File: src/sv/ibtm_pkg.sv
// Shared types, codes and constants of the IP ban table matcher.
package ibtm_pkg;

	localparam int unsigned TABLE_DEPTH_DEF = 32;
	localparam int unsigned MAX_RESULTS     = 32;
	localparam int unsigned RES_CNT_W       = $clog2(MAX_RESULTS + 1);

	localparam logic [31:0] UPPER_OCTETS   = 32'hffff_ff00;
	localparam logic [7:0]  LOOPBACK_OCTET = 8'd127;
	localparam logic [31:0] ADDR_ONES      = 32'hffff_ffff;

	typedef enum logic [2:0] {
		KIND_ADD        = 3'd0,
		KIND_REM_EXACT  = 3'd1,
		KIND_REM_STREAM = 3'd2,
		KIND_FIND_ANY   = 3'd3,
		KIND_FIND_EXACT = 3'd4,
		KIND_LIST       = 3'd5
	} kind_t;

	typedef enum logic [2:0] {
		STAT_OK       = 3'd0,
		STAT_NOMATCH  = 3'd1,
		STAT_BADADDR  = 3'd2,
		STAT_FULL     = 3'd3,
		STAT_LOOPBACK = 3'd4
	} status_t;

	typedef enum logic [2:0] {
		S_IDLE,
		S_SCAN,
		S_SHIFT,
		S_RESP,
		S_FLUSH
	} state_t;

	typedef struct packed {
		logic [31:0] addr;
		logic [7:0]  mask;
		logic [7:0]  stream;
	} entry_t;

	typedef struct packed {
		logic stream_eq;
		logic mask_eq;
		logic addr_eq;
		logic masked_hit;
	} cmp_t;

endpackage

File: src/sv/ibtm_ram.sv
// Generic single-write, single-read RAM with registered read data.
module ibtm_ram #(
	parameter int unsigned WIDTH = 48,
	parameter int unsigned DEPTH = 32
) (
	input  logic                     clk,
	input  logic                     we,
	input  logic [$clog2(DEPTH)-1:0] waddr,
	input  logic [WIDTH-1:0]         wdata,
	input  logic [$clog2(DEPTH)-1:0] raddr,
	output logic [WIDTH-1:0]         rdata
);

	logic [WIDTH-1:0] mem [DEPTH];

	always_ff @(posedge clk) begin
		if (we) begin
			mem[waddr] <= wdata;
		end
		rdata <= mem[raddr];
	end

endmodule

File: src/sv/ibtm_cmp.sv
// Shared compare unit: checks one stored entry against the current command.
module ibtm_cmp (
	input  ibtm_pkg::entry_t ent,
	input  logic [31:0]      ip_addr,
	input  logic [7:0]       mask,
	input  logic [7:0]       stream,
	output ibtm_pkg::cmp_t   res
);

	logic [31:0] full_mask;

	// The upper three octets always take part; the entry's mask trims the last one.
	assign full_mask = {24'd0, ent.mask} | ibtm_pkg::UPPER_OCTETS;

	assign res.stream_eq  = (ent.stream == stream);
	assign res.mask_eq    = (ent.mask == mask);
	assign res.addr_eq    = (ent.addr == ip_addr);
	assign res.masked_hit = ((ent.addr & full_mask) == (ip_addr & full_mask));

endmodule

File: src/sv/ip_ban_table_matcher.sv
// Top level of the IP ban table matcher: command sequencer over a packed entry table.
//
// Commands arrive on the input channel (in_valid/in_ready) and results leave on the
// output channel (out_valid/out_ready); every command ends with one result that has
// last set, and a list command gives one result per entry of its stream, at most 32.
// The block takes one command at a time and is not ready while it works on one.
// An add that is OK writes its entry at transfer, then gives its result. Remove, find and list
// walk the table through the single RAM read port, one entry per cycle, using the
// shared compare unit. A remove that hits then packs the table, one entry moved
// per cycle through the same port, starting where the walk stopped.
// Results sit in an output register; while the receiver stalls, a list walk waits
// whenever it needs to hand over a further result, and other commands hold their
// result until it is taken.
// Reset empties the table by clearing the entry count; the RAM itself is not
// cleared, since only entries below the count are ever read.
module ip_ban_table_matcher #(
	parameter int unsigned TABLE_DEPTH = ibtm_pkg::TABLE_DEPTH_DEF
) (
	input  logic        clk,
	input  logic        arst_n,
	input  logic        in_valid,
	output logic        in_ready,
	input  logic [2:0]  kind,
	input  logic [31:0] ip_addr,
	input  logic [7:0]  mask,
	input  logic [7:0]  stream,
	output logic        out_valid,
	input  logic        out_ready,
	output logic [2:0]  status,
	output logic [31:0] entry_addr,
	output logic [7:0]  entry_mask,
	output logic        last
);

	localparam int unsigned CW = $clog2(TABLE_DEPTH + 1);
	localparam int unsigned AW = $clog2(TABLE_DEPTH);
	localparam int unsigned NW = ibtm_pkg::RES_CNT_W;

	ibtm_pkg::state_t  state_q, state_d;
	ibtm_pkg::kind_t   kind_q;
	logic [31:0]       ip_q;
	logic [7:0]        mask_q;
	logic [7:0]        sid_q;
	logic [CW-1:0]     count_q;
	logic [AW-1:0]     idx_q;
	logic [NW-1:0]     nmatch_q;
	logic              pend_valid_q;
	ibtm_pkg::entry_t  pend_q;
	ibtm_pkg::status_t resp_st_q;

	logic              out_valid_q;
	ibtm_pkg::status_t status_q;
	logic [31:0]       entry_addr_q;
	logic [7:0]        entry_mask_q;
	logic              last_q;

	ibtm_pkg::entry_t  rdata;
	ibtm_pkg::entry_t  wdata;
	logic              we;
	logic [AW-1:0]     waddr;
	logic [AW-1:0]     raddr;
	ibtm_pkg::cmp_t    cmp;

	logic              in_fire;
	logic              out_free;
	logic              hit;
	logic              scan_end;
	logic              shift_end;
	logic              list_cap;
	ibtm_pkg::kind_t   in_kind;
	ibtm_pkg::status_t add_st;

	// Sequencer actions
	logic              advance;
	logic              go_scan;
	logic              go_shift;
	logic              go_resp;
	logic              go_flush;
	logic              go_idle;
	ibtm_pkg::status_t resp_st_d;
	logic              cnt_inc;
	logic              cnt_dec;
	logic              take_pend;
	logic              out_load;
	ibtm_pkg::status_t out_st_d;
	logic [31:0]       out_addr_d;
	logic [7:0]        out_mask_d;
	logic              out_last_d;

	ibtm_ram #(
		.WIDTH($bits(ibtm_pkg::entry_t)),
		.DEPTH(TABLE_DEPTH)
	) u_ram (
		.clk  (clk),
		.we   (we),
		.waddr(waddr),
		.wdata(wdata),
		.raddr(raddr),
		.rdata(rdata)
	);

	ibtm_cmp u_cmp (
		.ent    (rdata),
		.ip_addr(ip_q),
		.mask   (mask_q),
		.stream (sid_q),
		.res    (cmp)
	);

	assign in_ready = (state_q == ibtm_pkg::S_IDLE);
	assign in_fire  = in_valid && in_ready;
	assign out_free = !out_valid_q || out_ready;
	assign in_kind  = ibtm_pkg::kind_t'(kind);

	assign scan_end  = (CW'(idx_q) == (count_q - CW'(1)));
	assign shift_end = ((CW'(idx_q) + CW'(2)) == count_q);
	assign list_cap  = ((nmatch_q + NW'(1)) == NW'(ibtm_pkg::MAX_RESULTS));

	always_comb begin
		unique case (kind_q)
			ibtm_pkg::KIND_REM_EXACT:  hit = cmp.stream_eq && cmp.addr_eq && cmp.mask_eq;
			ibtm_pkg::KIND_FIND_ANY:   hit = cmp.stream_eq && cmp.masked_hit;
			ibtm_pkg::KIND_FIND_EXACT: hit = cmp.stream_eq && cmp.mask_eq && cmp.masked_hit;
			default:                   hit = cmp.stream_eq;
		endcase
	end

	// Loopback is tested before the bad-address check.
	always_comb begin
		priority if (ip_addr[31:24] == ibtm_pkg::LOOPBACK_OCTET) begin
			add_st = ibtm_pkg::STAT_LOOPBACK;
		end else if (ip_addr == 32'd0 || ip_addr == ibtm_pkg::ADDR_ONES) begin
			add_st = ibtm_pkg::STAT_BADADDR;
		end else if (count_q == CW'(TABLE_DEPTH)) begin
			add_st = ibtm_pkg::STAT_FULL;
		end else begin
			add_st = ibtm_pkg::STAT_OK;
		end
	end

	// Action decode
	always_comb begin
		advance    = 1'b0;
		go_scan    = 1'b0;
		go_shift   = 1'b0;
		go_resp    = 1'b0;
		go_flush   = 1'b0;
		go_idle    = 1'b0;
		resp_st_d  = ibtm_pkg::STAT_NOMATCH;
		cnt_inc    = 1'b0;
		cnt_dec    = 1'b0;
		take_pend  = 1'b0;
		out_load   = 1'b0;
		out_st_d   = ibtm_pkg::STAT_OK;
		out_addr_d = pend_q.addr;
		out_mask_d = pend_q.mask;
		out_last_d = 1'b0;
		we         = 1'b0;
		waddr      = idx_q;
		wdata      = rdata;
		raddr      = idx_q;
		unique case (state_q)
			ibtm_pkg::S_IDLE: begin
				raddr = '0;
				waddr = count_q[AW-1:0];
				wdata = '{addr: ip_addr, mask: mask, stream: stream};
				if (in_fire) begin
					unique case (in_kind)
						ibtm_pkg::KIND_ADD: begin
							go_resp   = 1'b1;
							resp_st_d = add_st;
							if (add_st == ibtm_pkg::STAT_OK) begin
								we      = 1'b1;
								cnt_inc = 1'b1;
							end
						end
						ibtm_pkg::KIND_REM_EXACT, ibtm_pkg::KIND_REM_STREAM,
						ibtm_pkg::KIND_FIND_ANY, ibtm_pkg::KIND_FIND_EXACT,
						ibtm_pkg::KIND_LIST: begin
							if (count_q == '0) begin
								go_resp = 1'b1;
							end else begin
								go_scan = 1'b1;
							end
						end
						default: go_resp = 1'b1;
					endcase
				end
			end
			ibtm_pkg::S_SCAN: begin
				unique case (kind_q)
					ibtm_pkg::KIND_REM_EXACT, ibtm_pkg::KIND_REM_STREAM: begin
						if (hit) begin
							resp_st_d = ibtm_pkg::STAT_OK;
							if (scan_end) begin
								cnt_dec = 1'b1;
								go_resp = 1'b1;
							end else begin
								go_shift = 1'b1;
								raddr    = AW'(CW'(idx_q) + CW'(1));
							end
						end else if (scan_end) begin
							go_resp = 1'b1;
						end else begin
							advance = 1'b1;
						end
					end
					ibtm_pkg::KIND_LIST: begin
						if (hit) begin
							// A held match goes out only once a newer one shows it is not last.
							if (!pend_valid_q || out_free) begin
								out_load  = pend_valid_q;
								take_pend = 1'b1;
								if (list_cap || scan_end) begin
									go_flush = 1'b1;
								end else begin
									advance = 1'b1;
								end
							end
						end else if (scan_end) begin
							if (pend_valid_q) begin
								go_flush = 1'b1;
							end else begin
								go_resp = 1'b1;
							end
						end else begin
							advance = 1'b1;
						end
					end
					default: begin
						if (hit) begin
							resp_st_d = ibtm_pkg::STAT_OK;
							go_resp   = 1'b1;
						end else if (scan_end) begin
							go_resp = 1'b1;
						end else begin
							advance = 1'b1;
						end
					end
				endcase
				if (advance) begin
					raddr = AW'(CW'(idx_q) + CW'(1));
				end
			end
			ibtm_pkg::S_SHIFT: begin
				// Read data holds the entry above idx_q; move it down one place.
				we    = 1'b1;
				raddr = AW'(CW'(idx_q) + CW'(2));
				if (shift_end) begin
					cnt_dec   = 1'b1;
					go_resp   = 1'b1;
					resp_st_d = ibtm_pkg::STAT_OK;
				end else begin
					advance = 1'b1;
				end
			end
			ibtm_pkg::S_RESP: begin
				if (out_free) begin
					out_load   = 1'b1;
					out_st_d   = resp_st_q;
					out_addr_d = '0;
					out_mask_d = '0;
					out_last_d = 1'b1;
					go_idle    = 1'b1;
				end
			end
			ibtm_pkg::S_FLUSH: begin
				if (out_free) begin
					out_load   = 1'b1;
					out_last_d = 1'b1;
					go_idle    = 1'b1;
				end
			end
			default: go_idle = 1'b1;
		endcase
	end

	// Next state
	always_comb begin
		state_d = state_q;
		priority if (go_idle) begin
			state_d = ibtm_pkg::S_IDLE;
		end else if (go_scan) begin
			state_d = ibtm_pkg::S_SCAN;
		end else if (go_shift) begin
			state_d = ibtm_pkg::S_SHIFT;
		end else if (go_resp) begin
			state_d = ibtm_pkg::S_RESP;
		end else if (go_flush) begin
			state_d = ibtm_pkg::S_FLUSH;
		end else begin
			state_d = state_q;
		end
	end

	always_ff @(posedge clk or negedge arst_n) begin
		if (!arst_n) begin
			state_q      <= ibtm_pkg::S_IDLE;
			count_q      <= '0;
			idx_q        <= '0;
			nmatch_q     <= '0;
			pend_valid_q <= 1'b0;
			out_valid_q  <= 1'b0;
		end else begin
			state_q <= state_d;
			if (cnt_inc) begin
				count_q <= count_q + CW'(1);
			end else if (cnt_dec) begin
				count_q <= count_q - CW'(1);
			end
			if (go_scan) begin
				idx_q        <= '0;
				nmatch_q     <= '0;
				pend_valid_q <= 1'b0;
			end else begin
				if (advance) begin
					idx_q <= idx_q + AW'(1);
				end
				if (take_pend) begin
					nmatch_q     <= nmatch_q + NW'(1);
					pend_valid_q <= 1'b1;
				end else if (state_q == ibtm_pkg::S_FLUSH && out_free) begin
					pend_valid_q <= 1'b0;
				end
			end
			if (out_load) begin
				out_valid_q <= 1'b1;
			end else if (out_ready) begin
				out_valid_q <= 1'b0;
			end
		end
	end

	always_ff @(posedge clk) begin
		if (in_fire) begin
			kind_q <= in_kind;
			ip_q   <= ip_addr;
			mask_q <= mask;
			sid_q  <= stream;
		end
		if (go_resp) begin
			resp_st_q <= resp_st_d;
		end
		if (take_pend) begin
			pend_q <= rdata;
		end
		if (out_load) begin
			status_q     <= out_st_d;
			entry_addr_q <= out_addr_d;
			entry_mask_q <= out_mask_d;
			last_q       <= out_last_d;
		end
	end

	assign out_valid  = out_valid_q;
	assign status     = status_q;
	assign entry_addr = entry_addr_q;
	assign entry_mask = entry_mask_q;
	assign last       = last_q;

	a_count_bound: assert property (@(posedge clk) disable iff (!arst_n)
		count_q <= CW'(TABLE_DEPTH))
		else $error("entry count beyond table depth");

	a_scan_nonempty: assert property (@(posedge clk) disable iff (!arst_n)
		(state_q == ibtm_pkg::S_SCAN || state_q == ibtm_pkg::S_SHIFT) |-> count_q != '0)
		else $error("table walk on an empty table");

	a_busy_after_transfer: assert property (@(posedge clk) disable iff (!arst_n)
		in_fire |=> !in_ready)
		else $error("ready straight after an input transfer");

	a_flush_has_entry: assert property (@(posedge clk) disable iff (!arst_n)
		state_q == ibtm_pkg::S_FLUSH |-> pend_valid_q)
		else $error("list flush without a held entry");

	a_result_cap: assert property (@(posedge clk) disable iff (!arst_n)
		nmatch_q <= NW'(ibtm_pkg::MAX_RESULTS))
		else $error("list result count beyond limit");

endmodule

File: config.mk
export PLATFORM = sky130hd
export DESIGN_NAME = ip_ban_table_matcher
export DESIGN_NICKNAME = d
export VERILOG_FILES = /design/src/sv/ibtm_pkg.sv /design/src/sv/ibtm_ram.sv /design/src/sv/ibtm_cmp.sv /design/src/sv/ip_ban_table_matcher.sv
export SDC_FILE = /design/constraint.sdc
export NUM_CORES = 2
export LEC_CHECK = 0
export ABC_AREA = 1
export BUFFER_PORTS_ARGS = -buffer_cell sky130_fd_sc_hd__buf_2
export CORE_MARGIN = 1.5
export CORE_UTILIZATION = 55
export CTS_CLUSTER_SIZE = 14
export DETAILED_ROUTE_END_ITERATION = 7
export MAX_ROUTING_LAYER = met4
export PLACE_DENSITY = 0.71
export SYNTH_ARGS = -nofsm -noshare
export SYNTH_HDL_FRONTEND = slang
export SYNTH_HIERARCHICAL = 1
export SYNTH_SLANG_ARGS = --single-unit
File: constraint.sdc
create_clock -name clk -period 8.15 [get_ports clk]
set_clock_uncertainty 0.05 [all_clocks]
set_input_delay 1.63 -clock clk [delete_from_list [all_inputs] [get_ports clk]]
set_output_delay 1.63 -clock clk [all_outputs]
set_load 0.1 [all_outputs]
# == Word-level counts from Yosys, hierarchy flattened ==
# Memory sizes are Yosys's and may differ from the RTL's. A register that Yosys moved wholly into a read port is not among the register bits.
# Index checks and enable logic that the tools add are counted.
# op_classes
order_cmp,0
bitwise,2
n_mux,91
eq_ne,24
n_div,0
reduce_logical,29
add_sub_neg,6
mul,0
shifts,0
# op_table
op,n
$and A32 B32 Y32,2
$eq A32 B32 Y1,2
$mux W32,2
$mux W1,55
$mux W48,1
$mux W5,7
$eq A32 B32 Y1 const B,1
$logic_not A32 Y1,1
$mux W3,8
$mux W6,4
$eq A3 B2 Y1 const B,6
$eq A8 B8 Y1,2
$mux W8,2
$eq A3 B3 Y1 const B,5
$pmux W5 S3,1
$add A6 B1 Y6 const B,2
$eq A6 B6 Y1 const B,2
$pmux W1 S2,6
$add A5 B1 Y5 const B,2
$eq A3 B1 Y1 const B,3
$logic_not A3 Y1,3
$pmux W3 S3,1
$eq A8 B7 Y1 const B,1
$reduce_bool A2 Y1,4
other kinds (16),29
# word_totals
ramBits,1536
word_cells,170
regBits,160
mem_bits_ro,0
latch_bits,0
n_memories,1
# memory_table
memory,depth,word_bits,read_ports,rd_clocked_by_memory_dff,wr,line,rtl
u_ram.mem,32,48,1,1,1,ibtm_ram.sv:14,logic [WIDTH-1:0] mem [DEPTH];

# == Depth between registers and ports, before layout ==
# logic_depth
ltp_word,13
ltp_mapped,32

# == By module ==
# The synthesis kept the hierarchy.
# by_module_without_submodules
mod,seq_area_each_um2,n_inst,area_per_inst_um2,cells_each
ibtm_ram,47085.2,1,62969.1,5279
ip_ban_table_matcher,4694.5,1,7527.2,762
ibtm_cmp,0.0,1,885.8,192

# == Worst setup path after synthesis ==
# OpenSTA, ideal clock, no wires.
# synth_timing
path_type,input-to-reg
startpoint,in out_ready
endpoint,reg out_valid_q (netlist: out_valid)
cell_stages,3
setup_slack_ps,1186
arrival_time_ps,6821
setup_time_ps,92
required_time_ps,8008
n_path_buf,0
path_cell_list,nor2_2 o41ai_1 or2_2
# synth_via
elab_chain_len,7
word_cells_on_any_way,9
cone_classes,6 x mux; 3 x reduce/logical
# synth_lines
item,line,rtl
start: declaration,ip_ban_table_matcher.sv:28,"input logic out_ready,"
$logic_or A1 B1 Y1 (*),ip_ban_table_matcher.sv:112,assign out_free = !out_valid_q || out_ready;
$logic_or A1 B1 Y1,ip_ban_table_matcher.sv:211,if (!pend_valid_q || out_free) begin
$mux W1,ip_ban_table_matcher.sv:211,
$mux W1,ip_ban_table_matcher.sv:209,if (hit) begin
$mux W1,ip_ban_table_matcher.sv:191,unique case (kind_q)
$pmux W1 S2 (*),ip_ban_table_matcher.sv:162,unique case (state_q)
via out_load,ip_ban_table_matcher.sv:84,logic out_load;
$mux W1 or $reduce_bool A2 Y1 (tied branches),-,
end signal: assignment,ip_ban_table_matcher.sv:303,out_valid_q <= 1'b0;
end signal: assignment,ip_ban_table_matcher.sv:327,out_valid_q <= 1'b1;
end signal: assignment,ip_ban_table_matcher.sv:329,out_valid_q <= 1'b0;
end: declaration,ip_ban_table_matcher.sv:51,logic out_valid_q;
# Mark *: on every way through the listed nets, which the timed path passes. The rest lies on a longest branch.
# A chain may end at the register's enable or synchronous reset.

==> results.txt <==
- Post-Synthesis Net Count: 6,293
* Number of remaining DRC errors: 0
* Primary FF master, synth: sky130_fd_sc_hd__edfxtp_1
* Total gr overflow: 0
- Number of nets still failing antenna checks after routing: 0
* Kind of start point of the critical path: flop
- Full die area: 0.132 sq mm
* End point of the critical path: u_ram/rdata[37]$_DFF_P_
- Dividing the detail-routed via count by the number of cells gives 5.92.
- Cell accounting for the most synthesized area: sky130_fd_sc_hd__edfxtp_1
- Entering global routing, the biggest net connects 206 pins.
* Proportion of register bits with asynchronous set or reset after synthesis: 1.26%
- After synthesis the cells add up to 0.0714 sq mm.
- Derived from the worst setup path, the maximum achievable clock frequency is 0.174 GHz.
* Number of violations of the max-capacitance limit: 0
- For this design the static power due to leakage is 29.3 nW.
* Worst IR Drop VDD: 0.720 mV
- Worst reg-to-reg path cell count: 29
* Number of cells after detailed placement: 7,825
- Proportion of layout cells with a drive suffix above 1: 8.04%
- Worst-case headroom to the max-slew limit: 10.9%
* Critical path capture point type: flop
- At the pin with the least slew margin, the transition time is 1.34 ns.
- Met3 routed wirelength: 22,100 um
- Min Clock Period, post-route: 5.75 ns
- Largest stage delay, worst path: 0.83 ns
- Areal power density over the cells: 437 mW/mm^2
- Final period util: 70.5%
- Counting the buffers created by CTS gives 168.
- Maximum buffer depth of the clock tree: 3
- Class of the tightest hold or removal check: flop to flop
- The number of hold-slack violations in the final timing report is 0.
- For this design, the slowest cell found on the critical path is sky130_fd_sc_hd__inv_8.
* Synth top area share: 70.4%
- Initial core utilization: 55.3%
* Post-CTS setup buffers: 0
- The floorplan step set the die width to 363 um.
- Buffers & Inverters on Critical Path: 4
- Clock sink total: 1,744
- Once detailed placement completed, the half-perimeter wirelength came to 102,000 um.
- Number of antenna violations at the first check in global routing: 3
- Via count of the first global-routing pass: 44,900
- Crit path DAT: 6.42 ns
- Number of flops mapped to enable cells by yosys: 1,674
* Final cell count without fillers: 8,139
* Die height: 363 um
* Number of fill cells in the layout: 9,988
- Worst setup startpoint: u_ram/rdata[31]$_DFF_P_
- The synthesized design contains 1,744 register bits.
- The critical path runs through a total of 29 cells.
- After clock tree synthesis, the clock-pin slew on the worst setup and hold paths is 0.06 ns.
- The floorplan has 132 rows.
- Each instance of the synthesized netlist takes up on average 11.5 sq um.
- Largest delay share family, worst path: simple AND/OR/NAND/NOR gates
- Routability-driven placement finished with a final weighted congestion of 0.889.
- For the worst-skew pair, the clock arrives at the later sink with an insertion delay of 0.80 ns.
- Post-synthesis sequential area ratio: 72.5%
- Area growth from synthesis to final layout: 10.3%
- The number of pins exceeding their max-slew limit in the final report came to 0.
* Worst path required time: 8.83 ns
- The first global-routing pass estimated 288,000 um of wire.
- In the final design database the tool counted 6,313 nets.
* Total GRT Usage: 30.4%
- Vias post-DR: 48,200
- In this run the top signal layer used is met4.
* DRT Wirelength: 195,000 um
- Along the worst path, the maximum fanout reaches 128.
- In the synthesized netlist, the number of instances is 6,233.
- Routed wl met2: 90,800 um
- In this run the clock root is driven by a sky130_fd_sc_hd__clkbuf_16.
- The detailed router put a total of 75,000 um of wire on met1.
* Number of buffer cells added on primary ports: 100
- By area the synthesized netlist is led by sky130_fd_sc_hd__edfxtp_1, sky130_fd_sc_hd__nand2_1, sky130_fd_sc_hd__nand3_1.
* Cells resized by post-CTS repair: 0
* Maximum level of the CTS H-tree: 4
* Number of distinct library cells after synthesis: 46
- Wirelength per Cell: 24.0 um
- Number of detailed-route iterations in the first pass: 6
- Final-layout setup total negative slack: 0 ns
- Setup violations remaining at the end of the flow were counted as 0.
- Count of routing violations after the opening detailed-route iteration: 6,853
* CORE AREA: 0.129 sq mm
* RSZ-0062 raised after global routing: false
- The flow ran to the end, and the final reports show no timing, DRC or antenna violations.
* Hold-fix buffers, CTS: 0
- For this design the top-level I/O count stands at 101.
- Reg2reg end: u_ram/rdata[37]$_DFF_P_
* Worst setup slack for register-to-register paths: 2.40 ns
* Ys Warns: 6
- Cell repeated most along the worst path: sky130_fd_sc_hd__nand2_1
* CTS tree: built
* Critical register-to-register path startpoint: u_ram/rdata[31]$_DFF_P_
- Type of the worst setup path: flop to flop
-- worst register-to-register path, delay by kind of cell (launching register included) --
kind          cells  cell delay, ns
buf+inv           4            1.55
flops             1            0.47
simple gates     25            3.61
-- area by class of cell --
| class | instances | area, sq um | share of cell area (%) |
|---|---|---|---|
| multi-input combinational | 3969 | 17500 | 22.2 |
| sequential | 1744 | 51800 | 65.8 |
| inverter | 169 | 662 | 0.841 |
| timing repair buffer | 201 | 1500 | 1.90 |
| clock inverter | 79 | 544 | 0.691 |
| tap | 1742 | 2180 | 2.77 |
| antenna | 3 | 7.51 | 0.00953 |
| clock buffer | 232 | 4610 | 5.86 |
-- logic make-up (layout without fill, tap and decap cells) --
| kind of cell | after synthesis | count (layout) | share of synthesized area, % |
|---|---|---|---|
| adder cells (fa/ha/maj) | 5 | 5 | 0.0876 |
| AO/OA/AOI/OAI | 65 | 65 | 0.542 |
| other | 0 | 3 | 0 |
| buffers and inverters | 520 | 681 | 3.56 |
| XOR/XNOR | 38 | 38 | 0.466 |
| AND/OR/NAND/NOR | 3861 | 3861 | 22.8 |
| flip-flops | 1744 | 1744 | 72.5 |
-- cells in the final DEF, fill, tap and decap left out, types with 5 or more instances in the layout --
cell type / synthesis / layout
sky130_fd_sc_hd__inv_1: 159 / 156
sky130_fd_sc_hd__xnor2_1: 16 / 16
sky130_fd_sc_hd__dfxtp_1: 48 / 48
sky130_fd_sc_hd__clkbuf_1: 90 / 54
sky130_fd_sc_hd__nand2_1: 2427 / 2425
sky130_fd_sc_hd__buf_2: 167 / 100
sky130_fd_sc_hd__inv_2: 8 / 7
sky130_fd_sc_hd__o21ai_1: 6 / 11
sky130_fd_sc_hd__clkinv_2: 0 / 19
sky130_fd_sc_hd__ha_1: 5 / 5
sky130_fd_sc_hd__nand4_1: 27 / 27
sky130_fd_sc_hd__clkbuf_16: 0 / 174
sky130_fd_sc_hd__nor2_4: 4 / 39
sky130_fd_sc_hd__dfrtp_1: 22 / 22
sky130_fd_sc_hd__nand3_1: 1220 / 1218
sky130_fd_sc_hd__buf_4: 40 / 82
sky130_fd_sc_hd__o21ai_2: 0 / 17
sky130_fd_sc_hd__nor2_1: 139 / 106
sky130_fd_sc_hd__edfxtp_1: 1674 / 1674
sky130_fd_sc_hd__nor2_2: 7 / 5
sky130_fd_sc_hd__clkinv_1: 2 / 44
sky130_fd_sc_hd__xor2_1: 22 / 22
sky130_fd_sc_hd__clkinv_8: 0 / 5
sky130_fd_sc_hd__nor4_1: 6 / 6
sky130_fd_sc_hd__buf_12: 0 / 19
sky130_fd_sc_hd__a21oi_1: 10 / 10
sky130_fd_sc_hd__o21ai_0: 38 / 14
sky130_fd_sc_hd__nor3_1: 8 / 8
sky130_fd_sc_hd__bufinv_16: 0 / 5
-- routing by layer --
| metal | global-route usage (%) | vias to the layer above |
|---|---|---|
| met5 | - | - |
| met4 | 11.6 | 0 |
| met3 | 5.34 | 416 |
| met2 | 45.9 | 2838 |
| met1 | 41.5 | 23400 |
| li1 | - | 21500 |
-- power breakdown --
group | switching [mW] | total [mW] | internal [mW]
clock | 3.27 | 7.38 | 4.11
sequential | 0.438 | 12.5 | 12.0
combinational | 10.9 | 14.6 | 3.67
total | 14.6 | 34.4 | 19.8
-- stage by stage --
step	util, %	total power [mW]	worst slack (ns)	area [sq um]	hold slack (ns)
6_report	61.0	34.4	2.40	78700	0.443
5_1_grt	61.0	36.2	1.95	78700	0.462
4_1_cts	61.0	34.2	2.52	78700	0.443
3_5_place_dp	57.0	26.9	2.22	73600	0.417
3_3_place_gp	57.0	26.6	2.26	73600	0.416
2_1_floorplan	-	22.7	1.19	71400	0.400
-- synth_stat cells (all sizes together) (2+ instances only) --
cell    number
nand2     2433
edfxtp    1674
nand3     1225
buf        261
inv        167
nor2       150
clkbuf      90
dfxtp       48
o21ai       44
nand4       28
dfrtp       22
xor2        22
xnor2       16
a21oi       10
nor3         9
or2          7
nor4         6
ha           5
o22ai        3
a22o         2
and2         2
clkinv       2
-- flip-flops by register name, indices dropped and copies added, names as in the netlist --
| name | flops |
|---|---|
| out_valid | 1 |
| idx_q | 5 |
| nmatch_q | 6 |
| u_ram/mem | 1536 |
| entry_addr | 32 |
| pend_valid_q | 1 |
| pend_q | 40 |
| state_q | 3 |
| status | 3 |
| mask_q | 8 |
| count_q | 6 |
| entry_mask | 8 |
| resp_st_q | 3 |
| u_ram/rdata | 48 |
| last | 1 |
| kind_q | 3 |
| sid_q | 8 |
| ip_q | 32 |
-- worst min-delay path by stage --
| stage | from | to | slack (ns) | cells after the start |
|---|---|---|---|---|
| CTS | u_ram/rdata[29]$_DFF_P_ | pend_q[29]$_DFFE_PP_ | 0.44 | 0 |
| global route | u_ram/rdata[29]$_DFF_P_ | pend_q[29]$_DFFE_PP_ | 0.46 | 0 |
| floorplan | u_ram/rdata[32]$_DFF_P_ | pend_q[32]$_DFFE_PP_ | 0.40 | 0 |
| global placement | u_ram/rdata[33]$_DFF_P_ | pend_q[33]$_DFFE_PP_ | 0.42 | 0 |
| detailed placement | u_ram/rdata[33]$_DFF_P_ | pend_q[33]$_DFFE_PP_ | 0.42 | 0 |
| finish | u_ram/rdata[29]$_DFF_P_ | pend_q[29]$_DFFE_PP_ | 0.44 | 0 |
No activity file was read; power rests on OpenSTA's default activity.
